==> config.mk <==
export PLATFORM = sky130hd
export DESIGN_NAME = septet_packet_deframer_flat
export DESIGN_NICKNAME = d
export VERILOG_FILES = /design/src/design/spd_pkg.sv /design/src/design/spd_if.sv /design/src/design/spd_engine.sv /design/src/design/septet_packet_deframer.sv /design/src/flat_wrapper.sv
export SDC_FILE = /design/constraint.sdc
export NUM_CORES = 1
export LEC_CHECK = 0
export BUFFER_PORTS_ARGS = -buffer_cell sky130_fd_sc_hd__buf_2
export CELL_PAD_IN_SITES_DETAIL_PLACEMENT = 1
export CELL_PAD_IN_SITES_GLOBAL_PLACEMENT = 2
export CORE_MARGIN = 8
export CORE_UTILIZATION = 44
export DETAILED_ROUTE_END_ITERATION = 12
export GPL_TIMING_DRIVEN = 0
export PLACE_DENSITY_LB_ADDON = 0.1
export SYNTH_ARGS = -nofsm -noshare
export SYNTH_HDL_FRONTEND = slang
export SYNTH_SLANG_ARGS = --single-unit
==> constraint.sdc <==
create_clock -name clock -period 10.15 [get_ports clock]
set_input_delay 0.5075 -clock clock [delete_from_list [all_inputs] [get_ports clock]]
set_output_delay 0.5075 -clock clock [all_outputs]
set_load 0.005 [all_outputs]
==> src/design/spd_pkg.sv <==
package spd_pkg;

   // Byte codes and checksum seed of the bus protocol.
   localparam logic [7:0]  SYNC_BYTE = 8'hAA;
   localparam logic [6:0]  SUM_INIT  = 7'h7F;
   localparam logic [15:0] CMD_RESET = 16'h0100;

   // Header byte positions: eight field bytes, then the checksum byte.
   localparam logic [3:0]  HDR_SUM_POS     = 4'd8;
   // Header position value that marks the frame phase of a packet.
   localparam logic [3:0]  HDR_FRAME_PHASE = 4'd9;

   // Frame byte positions: four data bytes, the septet, then the checksum.
   localparam logic [2:0]  FRM_SEPTET_POS  = 3'd4;
   localparam logic [2:0]  FRM_SUM_POS     = 3'd5;

   typedef enum logic {
      KIND_HEADER = 1'b0,
      KIND_FRAME  = 1'b1
   } result_kind_type;

   typedef struct packed {
      result_kind_type result_kind;
      logic [15:0]     dest_addr;
      logic [15:0]     src_addr;
      logic [3:0]      proto_version;
      logic [15:0]     command_word;
      logic [6:0]      frame_count;
      logic [6:0]      frame_index;
      logic [31:0]     payload;
      logic            checksum_ok;
      logic            last_frame;
   } result_type;

endpackage

==> src/design/spd_if.sv <==
interface spd_req_if;
   logic       valid;
   logic       ready;
   logic [7:0] rx_byte;

   modport source (output valid, output rx_byte, input ready);
   modport sink   (input valid, input rx_byte, output ready);
endinterface

interface spd_rsp_if;
   logic        valid;
   logic        ready;
   logic        result_kind;
   logic [15:0] dest_addr;
   logic [15:0] src_addr;
   logic [3:0]  proto_version;
   logic [15:0] command_word;
   logic [6:0]  frame_count;
   logic [6:0]  frame_index;
   logic [31:0] payload;
   logic        checksum_ok;
   logic        last_frame;

   modport source (
      output valid, output result_kind, output dest_addr, output src_addr,
      output proto_version, output command_word, output frame_count,
      output frame_index, output payload, output checksum_ok, output last_frame,
      input ready
   );
   modport sink (
      input valid, input result_kind, input dest_addr, input src_addr,
      input proto_version, input command_word, input frame_count,
      input frame_index, input payload, input checksum_ok, input last_frame,
      output ready
   );
endinterface

==> src/design/spd_engine.sv <==
module spd_engine import spd_pkg::*; (
   input  logic        clock,
   input  logic        reset,
   input  logic        step,
   input  logic [7:0]  rx_byte,
   input  logic [15:0] accepted_command,
   output logic        emit,
   output result_type  result
);

   logic        in_packet_ff, in_packet_in;
   logic [3:0]  header_pos_ff, header_pos_in;
   logic [2:0]  frame_pos_ff, frame_pos_in;
   logic [6:0]  frame_counter_ff, frame_counter_in;
   logic [6:0]  running_sum_ff, running_sum_in;
   logic [15:0] dest_ff, dest_in;
   logic [15:0] src_ff, src_in;
   logic [3:0]  proto_ff, proto_in;
   logic [15:0] cmd_ff, cmd_in;
   logic [6:0]  count_ff, count_in;
   logic [31:0] data_ff, data_in;
   logic [3:0]  septet_ff, septet_in;

   logic [6:0]  sum_next;
   logic        sum_match;
   logic        frames_on;
   logic        frame_last;
   logic [31:0] restored;

   assign sum_next   = running_sum_ff - rx_byte[6:0];
   // The whole byte is compared, so a checksum byte with its MSB set never matches.
   assign sum_match  = (rx_byte == {1'b0, running_sum_ff});
   assign frames_on  = sum_match && (cmd_ff == accepted_command) && (count_ff != 7'd0);
   assign frame_last = ({1'b0, frame_counter_ff} + 8'd1) >= {1'b0, count_ff};
   assign restored   = data_ff | {septet_ff[3], 7'd0, septet_ff[2], 7'd0,
                                  septet_ff[1], 7'd0, septet_ff[0], 7'd0};

   always_comb begin
      in_packet_in     = in_packet_ff;
      header_pos_in    = header_pos_ff;
      frame_pos_in     = frame_pos_ff;
      frame_counter_in = frame_counter_ff;
      running_sum_in   = running_sum_ff;
      dest_in          = dest_ff;
      src_in           = src_ff;
      proto_in         = proto_ff;
      cmd_in           = cmd_ff;
      count_in         = count_ff;
      data_in          = data_ff;
      septet_in        = septet_ff;
      emit             = 1'b0;

      result.result_kind   = KIND_HEADER;
      result.dest_addr     = dest_ff;
      result.src_addr      = src_ff;
      result.proto_version = proto_ff;
      result.command_word  = cmd_ff;
      result.frame_count   = count_ff;
      result.frame_index   = 7'd0;
      result.payload       = 32'd0;
      result.checksum_ok   = sum_match;
      result.last_frame    = 1'b0;

      if (rx_byte == SYNC_BYTE) begin
         // A sync byte restarts the packet wherever we are.
         in_packet_in     = 1'b1;
         header_pos_in    = 4'd0;
         frame_pos_in     = 3'd0;
         frame_counter_in = 7'd0;
         running_sum_in   = SUM_INIT;
      end else if (in_packet_ff) begin
         if (header_pos_ff < HDR_SUM_POS) begin
            case (header_pos_ff[2:0])
               3'd0:    dest_in[7:0]   = rx_byte;
               3'd1:    dest_in[15:8]  = rx_byte;
               3'd2:    src_in[7:0]    = rx_byte;
               3'd3:    src_in[15:8]   = rx_byte;
               3'd4:    proto_in       = rx_byte[7:4];
               3'd5:    cmd_in[7:0]    = rx_byte;
               3'd6:    cmd_in[15:8]   = rx_byte;
               default: count_in       = rx_byte[6:0];
            endcase
            running_sum_in = sum_next;
            header_pos_in  = header_pos_ff + 4'd1;
         end else if (header_pos_ff == HDR_SUM_POS) begin
            emit              = 1'b1;
            result.last_frame = !frames_on;
            if (frames_on) begin
               header_pos_in    = HDR_FRAME_PHASE;
               frame_pos_in     = 3'd0;
               frame_counter_in = 7'd0;
               running_sum_in   = SUM_INIT;
            end else begin
               in_packet_in = 1'b0;
            end
         end else begin
            case (frame_pos_ff)
               3'd0: begin
                  data_in[7:0]   = rx_byte;
                  running_sum_in = sum_next;
                  frame_pos_in   = 3'd1;
               end
               3'd1: begin
                  data_in[15:8]  = rx_byte;
                  running_sum_in = sum_next;
                  frame_pos_in   = 3'd2;
               end
               3'd2: begin
                  data_in[23:16] = rx_byte;
                  running_sum_in = sum_next;
                  frame_pos_in   = 3'd3;
               end
               3'd3: begin
                  data_in[31:24] = rx_byte;
                  running_sum_in = sum_next;
                  frame_pos_in   = FRM_SEPTET_POS;
               end
               FRM_SEPTET_POS: begin
                  // Only the low four septet bits carry data-byte MSBs.
                  septet_in      = rx_byte[3:0];
                  running_sum_in = sum_next;
                  frame_pos_in   = FRM_SUM_POS;
               end
               default: begin
                  emit               = 1'b1;
                  result.result_kind = KIND_FRAME;
                  result.frame_index = frame_counter_ff;
                  result.payload     = restored;
                  result.last_frame  = frame_last;
                  if (frame_last) begin
                     in_packet_in = 1'b0;
                  end else begin
                     frame_counter_in = frame_counter_ff + 7'd1;
                     frame_pos_in     = 3'd0;
                     running_sum_in   = SUM_INIT;
                  end
               end
            endcase
         end
      end
   end

   always_ff @(posedge clock) begin
      if (reset) begin
         in_packet_ff     <= 1'b0;
         header_pos_ff    <= 4'd0;
         frame_pos_ff     <= 3'd0;
         frame_counter_ff <= 7'd0;
         running_sum_ff   <= SUM_INIT;
      end else if (step) begin
         in_packet_ff     <= in_packet_in;
         header_pos_ff    <= header_pos_in;
         frame_pos_ff     <= frame_pos_in;
         frame_counter_ff <= frame_counter_in;
         running_sum_ff   <= running_sum_in;
      end
   end

   always_ff @(posedge clock) begin
      if (step) begin
         dest_ff   <= dest_in;
         src_ff    <= src_in;
         proto_ff  <= proto_in;
         cmd_ff    <= cmd_in;
         count_ff  <= count_in;
         data_ff   <= data_in;
         septet_ff <= septet_in;
      end
   end

endmodule

==> src/design/septet_packet_deframer.sv <==
// Channel  Direction  Payload                                      Handshake
// req      in         rx_byte (8)                                  valid / ready
// rsp      out        kind, addresses, version, command, counts,   valid / ready
//                     frame index, payload (32), checksum, last
// csr      in         csr_wr_data (16), accepted command word      csr_wr_en
//
// A byte beat is decoded while it sits in the input register, and its result
// is registered in the output register, where it stays until it is taken.
// One byte is accepted per cycle while results drain.
// Reset is synchronous and active high; it clears the packet tracking and
// loads the accepted command with 0x0100. A stalled result holds the output
// register, and the input register keeps taking bytes until it holds one that
// would produce a result.
module septet_packet_deframer import spd_pkg::*; (
   input  logic          clock,
   input  logic          reset,
   spd_req_if.sink       req,
   spd_rsp_if.source     rsp,
   input  logic          csr_wr_en,
   input  logic [15:0]   csr_wr_data
);

   // Command word whose data frames get decoded.
   logic [15:0] accepted_command_ff;

   // Input register: one received byte waiting to be decoded.
   logic        byte_valid_ff;
   logic [7:0]  byte_ff;

   // Output register: one finished result waiting for the sink.
   logic        rsp_valid_ff;
   result_type  result_ff;

   logic        emit;
   logic        out_free;
   logic        step;
   result_type  result;

   // The output register can take a new result when it is empty or being
   // drained in this same cycle.
   assign out_free = !rsp_valid_ff || rsp.ready;

   // The held byte is decoded when it produces no result, or when there is
   // room for the result it produces.
   assign step = byte_valid_ff && (!emit || out_free);

   // A new byte enters whenever the input register is empty or moves on.
   assign req.ready = !byte_valid_ff || step;

   always_ff @(posedge clock) begin
      if (reset) begin
         accepted_command_ff <= CMD_RESET;
      end else if (csr_wr_en) begin
         accepted_command_ff <= csr_wr_data;
      end
   end

   always_ff @(posedge clock) begin
      if (reset) begin
         byte_valid_ff <= 1'b0;
      end else if (req.ready) begin
         byte_valid_ff <= req.valid;
      end
   end

   always_ff @(posedge clock) begin
      if (req.ready && req.valid) begin
         byte_ff <= req.rx_byte;
      end
   end

   spd_engine u_engine (
      .clock            (clock),
      .reset            (reset),
      .step             (step),
      .rx_byte          (byte_ff),
      .accepted_command (accepted_command_ff),
      .emit             (emit),
      .result           (result)
   );

   always_ff @(posedge clock) begin
      if (reset) begin
         rsp_valid_ff <= 1'b0;
      end else if (out_free) begin
         rsp_valid_ff <= step && emit;
      end
   end

   always_ff @(posedge clock) begin
      if (out_free && step && emit) begin
         result_ff <= result;
      end
   end

   assign rsp.valid         = rsp_valid_ff;
   assign rsp.result_kind   = result_ff.result_kind;
   assign rsp.dest_addr     = result_ff.dest_addr;
   assign rsp.src_addr      = result_ff.src_addr;
   assign rsp.proto_version = result_ff.proto_version;
   assign rsp.command_word  = result_ff.command_word;
   assign rsp.frame_count   = result_ff.frame_count;
   assign rsp.frame_index   = result_ff.frame_index;
   assign rsp.payload       = result_ff.payload;
   assign rsp.checksum_ok   = result_ff.checksum_ok;
   assign rsp.last_frame    = result_ff.last_frame;

endmodule
==> src/flat_wrapper.sv <==
// flat-port wrapper written by rule: the top's interface ports become plain ports
module septet_packet_deframer_flat import spd_pkg::*;
  (clock, reset, csr_wr_en, csr_wr_data, req_valid, req_rx_byte, req_ready, rsp_valid, rsp_result_kind, rsp_dest_addr, rsp_src_addr, rsp_proto_version, rsp_command_word, rsp_frame_count, rsp_frame_index, rsp_payload, rsp_checksum_ok, rsp_last_frame, rsp_ready);
  spd_req_if req_i ();
  spd_rsp_if rsp_i ();
  input  logic clock;
  input  logic reset;
  input  logic csr_wr_en;
  input  logic [15:0] csr_wr_data;
  input wire logic [$bits(req_i.valid)-1:0] req_valid;
  input wire logic [$bits(req_i.rx_byte)-1:0] req_rx_byte;
  output wire logic [$bits(req_i.ready)-1:0] req_ready;
  output wire logic [$bits(rsp_i.valid)-1:0] rsp_valid;
  output wire logic [$bits(rsp_i.result_kind)-1:0] rsp_result_kind;
  output wire logic [$bits(rsp_i.dest_addr)-1:0] rsp_dest_addr;
  output wire logic [$bits(rsp_i.src_addr)-1:0] rsp_src_addr;
  output wire logic [$bits(rsp_i.proto_version)-1:0] rsp_proto_version;
  output wire logic [$bits(rsp_i.command_word)-1:0] rsp_command_word;
  output wire logic [$bits(rsp_i.frame_count)-1:0] rsp_frame_count;
  output wire logic [$bits(rsp_i.frame_index)-1:0] rsp_frame_index;
  output wire logic [$bits(rsp_i.payload)-1:0] rsp_payload;
  output wire logic [$bits(rsp_i.checksum_ok)-1:0] rsp_checksum_ok;
  output wire logic [$bits(rsp_i.last_frame)-1:0] rsp_last_frame;
  input wire logic [$bits(rsp_i.ready)-1:0] rsp_ready;
  assign req_i.valid = req_valid;
  assign req_i.rx_byte = req_rx_byte;
  assign req_ready = req_i.ready;
  assign rsp_valid = rsp_i.valid;
  assign rsp_result_kind = rsp_i.result_kind;
  assign rsp_dest_addr = rsp_i.dest_addr;
  assign rsp_src_addr = rsp_i.src_addr;
  assign rsp_proto_version = rsp_i.proto_version;
  assign rsp_command_word = rsp_i.command_word;
  assign rsp_frame_count = rsp_i.frame_count;
  assign rsp_frame_index = rsp_i.frame_index;
  assign rsp_payload = rsp_i.payload;
  assign rsp_checksum_ok = rsp_i.checksum_ok;
  assign rsp_last_frame = rsp_i.last_frame;
  assign rsp_i.ready = rsp_ready;
  septet_packet_deframer u_core (.clock(clock), .reset(reset), .req(req_i), .rsp(rsp_i), .csr_wr_en(csr_wr_en), .csr_wr_data(csr_wr_data));
endmodule
==> results.md <==
- Leakage: 4.12 nW
- Die Span Y: 161 µm
- Total global routing overflow: 0
- Sequential fraction of the synthesis area: 75.0%
- MaxCap Viol Count: 0
- Reg2reg path depth: 9
- RR Startpoint: u_core.byte_ff[2]
- Final core occ: 53.4%
- Avg Cell Area, Syn: 15.6 µm²
- GRT busiest layer: met2
- Hold_sp: req_rx_byte[7]
- ANT cells: 0
- Initial Util: 44.3%
- Synth Area in Compound Gates: 5.26%
- Hold Vio Cnt, Final: 0
- First-pass GRT wire length: 33700 µm
- Post-synthesis register bit count: 244
- Synth Flop Type: edfxtp_1
- R2R setup slack: 6.67 ns
- Die width: 161 µm
- Layout area overhead: 20.5%
- Crit Path Max Fanout: 14
- # setup viols final: 0
- Worst setup path category: reg2reg
- Setup TNS: 0 ns
- Bufs on Longest Clock Path: 3
- Max Freq: 287 MHz
- Vias: 5353
- DRC errors left: 0
- Period minus WS final: 3.48 ns
- Commonest cells in the netlist: edfxtp_1, and3_1, dfxtp_1
- Initial DRC count: 236
- Post-route ant nets: 0
- Asr flop ratio synth: 0%
- Largest family of logic cells by synthesized area: simple AND/OR/NAND/NOR gates
- Share of cells above drive strength 1: 25.4%
- Clk_lat worst skew: 0.51 ns
- Tcrit/Tclk final: 34.3%
- Netlist cell types: 59
- CTS tree: done
- Post-Syn Nets: 639
- Post-route insts no fill: 1044
- XOR/XNOR share of the synthesized area: 2.37%
- Warnings, synthesis: 0
- Hold buffer count at CTS: 0
- Die area: 0.0259 mm²
- CTS sink count: 244
- Tot GR Track Use: 16.7%
- Hold/Removal Path Class: in2reg
- Critical Path End Type: flip-flop
- H-tree depth: 1
- Vias per cell: 5.13
- Synth top area cells: edfxtp_1, dfxtp_1, and3_1, ha_1, mux2i_1
- Hold path depth: 1
- Post-synth EDFFs: 204
- Most numerous cell in the Yosys netlist: edfxtp_1
- Synth Area in Adders: 2.79%
- Nets: 799
- GPL Wtd Cong: 0.776
- Mean routed wirelength per cell: 20.9 µm
- Total wire length: 21800 µm
- Peak supply drop: 0.114 mV
- DP Cell Count: 998
- Inserted Clock Buffers: 25
- Synth Instances: 590
- Power density over the cells: 185 mW/mm²
- RSZ-0062 raised after global routing: false
- Vias in the first global route: 5826
- Count of cells resized by post-cts repair: 0
- Initial antenna violation count: 0
- Post-CTS setup buffer count: 0
- Overall Power: 0.00205 W
- CTS Root Cell: clkbuf_16
- CP arrival: 3.88 ns
- Met2 Track Usage GR: 29.5%
- # port buffers: 130
- Slew HR: 20.1%
- Worst slew pin tran: 1.19 ns
- # IOs: 132
- Status: finished, final reports clean
- DP Wirelength: 15400 µm
- Crit. Startpoint: u_core.byte_ff[2]
- Cell taking the most area after synthesis: edfxtp_1
- Worst setup SP type: flip-flop
- Slew Viols, Final: 0
- Met3 Resource Use GR: 3.38%
- Met1 usage: 20.4%
- Simple-gate share of the synthesized area: 10.2%
- Skew final: 0.0145 ns
- Worst Path Required: 10.55 ns
- Mapped cell area: 0.00923 mm²
- DRT Pass-1 Iters: 5
- Area share of the largest cell type after synthesis: 66.4%
- Core Footprint: 0.0208 mm²
- FP Rows: 53
- Multiplexer share of the synthesized area: 2.06%
- CTS clk-pin slew, worst paths: 0.06 ns
- Largest net degree at the start of global routing: 39
-- kinds of logic after synthesis --
kind of cell | after synthesis
AOI/OAI and AO/OA | 66
xor gates and xnor gates | 25
buffers and inverters | 48
DFF | 244
and+or+nand+nor | 168
muxes | 19
adders and majority gates | 20
-- registers in the layout (all words and copies together) (netlist names), 16 cells and up --
signal,count
u_core.u_engine.dest_ff,16
u_core.u_engine.data_ff,32
u_core.u_engine.cmd_ff,16
u_core.rsp.dest_addr,16
u_core.rsp.payload,32
u_core.accepted_command_ff,16
u_core.u_engine.src_ff,16
u_core.rsp.src_addr,16
u_core.rsp.command_word,16
-- layer usage --
layer	part of all wire, %	up-vias
li1	-	2534
met1	42	2667
met2	51	128
met3	4.9	24
met4	1.7	0
met5	0	-
-- through the flow --
stage | area (µm²) | setup slack (ns) | hold slack (ns)
after global routing | 11100 | 6.48 | 0.157
after floorplan | 9230 | 4.22 | 0.400
final | 11100 | 6.67 | 0.165
after global placement | 10200 | 2.01 | 0.404
after detailed placement | 10300 | 6.63 | 0.406
after CTS | 11100 | 6.59 | 0.137
-- worst max-delay path, cell delays in order, from the launching register on --
cell	delay (ns)
edfxtp_1	0.96
inv_1	0.10
ha_1	0.38
nand4b_1	0.14
nor4_1	0.45
nand4_1	0.27
o21ai_2	0.25
o211ai_2	0.14
or4_1	0.53
o31a_1	0.12
-- final cells by class --
| cell class | count | area [µm²] |
|---|---|---|
| buffer | 22 | 115 |
| clock buffer | 28 | 637 |
| clock inverter | 18 | 189 |
| fill | 2072 | 9700 |
| inverter | 26 | 97.6 |
| multi-input combinational | 298 | 2100 |
| sequential | 244 | 6930 |
| tap | 275 | 344 |
| timing repair buffer | 133 | 718 |
-- power breakdown --
part | internal, W | leakage (nW) | switching, W
clock | 0.000552 | 0.397 | 0.000365
sequential | 0.00108 | 2.09 | 0.0000154
combinational | 0.0000167 | 1.64 | 0.0000221
-- path summary, 6_finish.rpt --
kind | endpoint
hold reg to reg | u_core.rsp.dest_addr[9]
setup / recovery | u_core.u_engine.running_sum_ff[6]
setup reg to reg | u_core.u_engine.running_sum_ff[6]
hold / removal | u_core.byte_ff[7]
-- cells in the final DEF (no fill, tap or decap), drive strengths merged, types with 8 or more instances in the layout --
| master | synthesis | routed |
|---|---|---|
| mux2i | 19 | 19 |
| edfxtp | 204 | 204 |
| and3 | 45 | 45 |
| nor4 | 11 | 11 |
| dfxtp | 40 | 40 |
| a21oi | 17 | 17 |
| nand3 | 8 | 8 |
| o21ai | 16 | 16 |
| nand2 | 23 | 23 |
| inv | 26 | 27 |
| xor2 | 21 | 21 |
| clkbuf | 17 | 45 |
| buf | 5 | 138 |
| ha | 19 | 19 |
| nor2 | 34 | 34 |
| clkinv | 0 | 11 |
| nor3 | 14 | 14 |
Power figures use the tool's default switching activity.
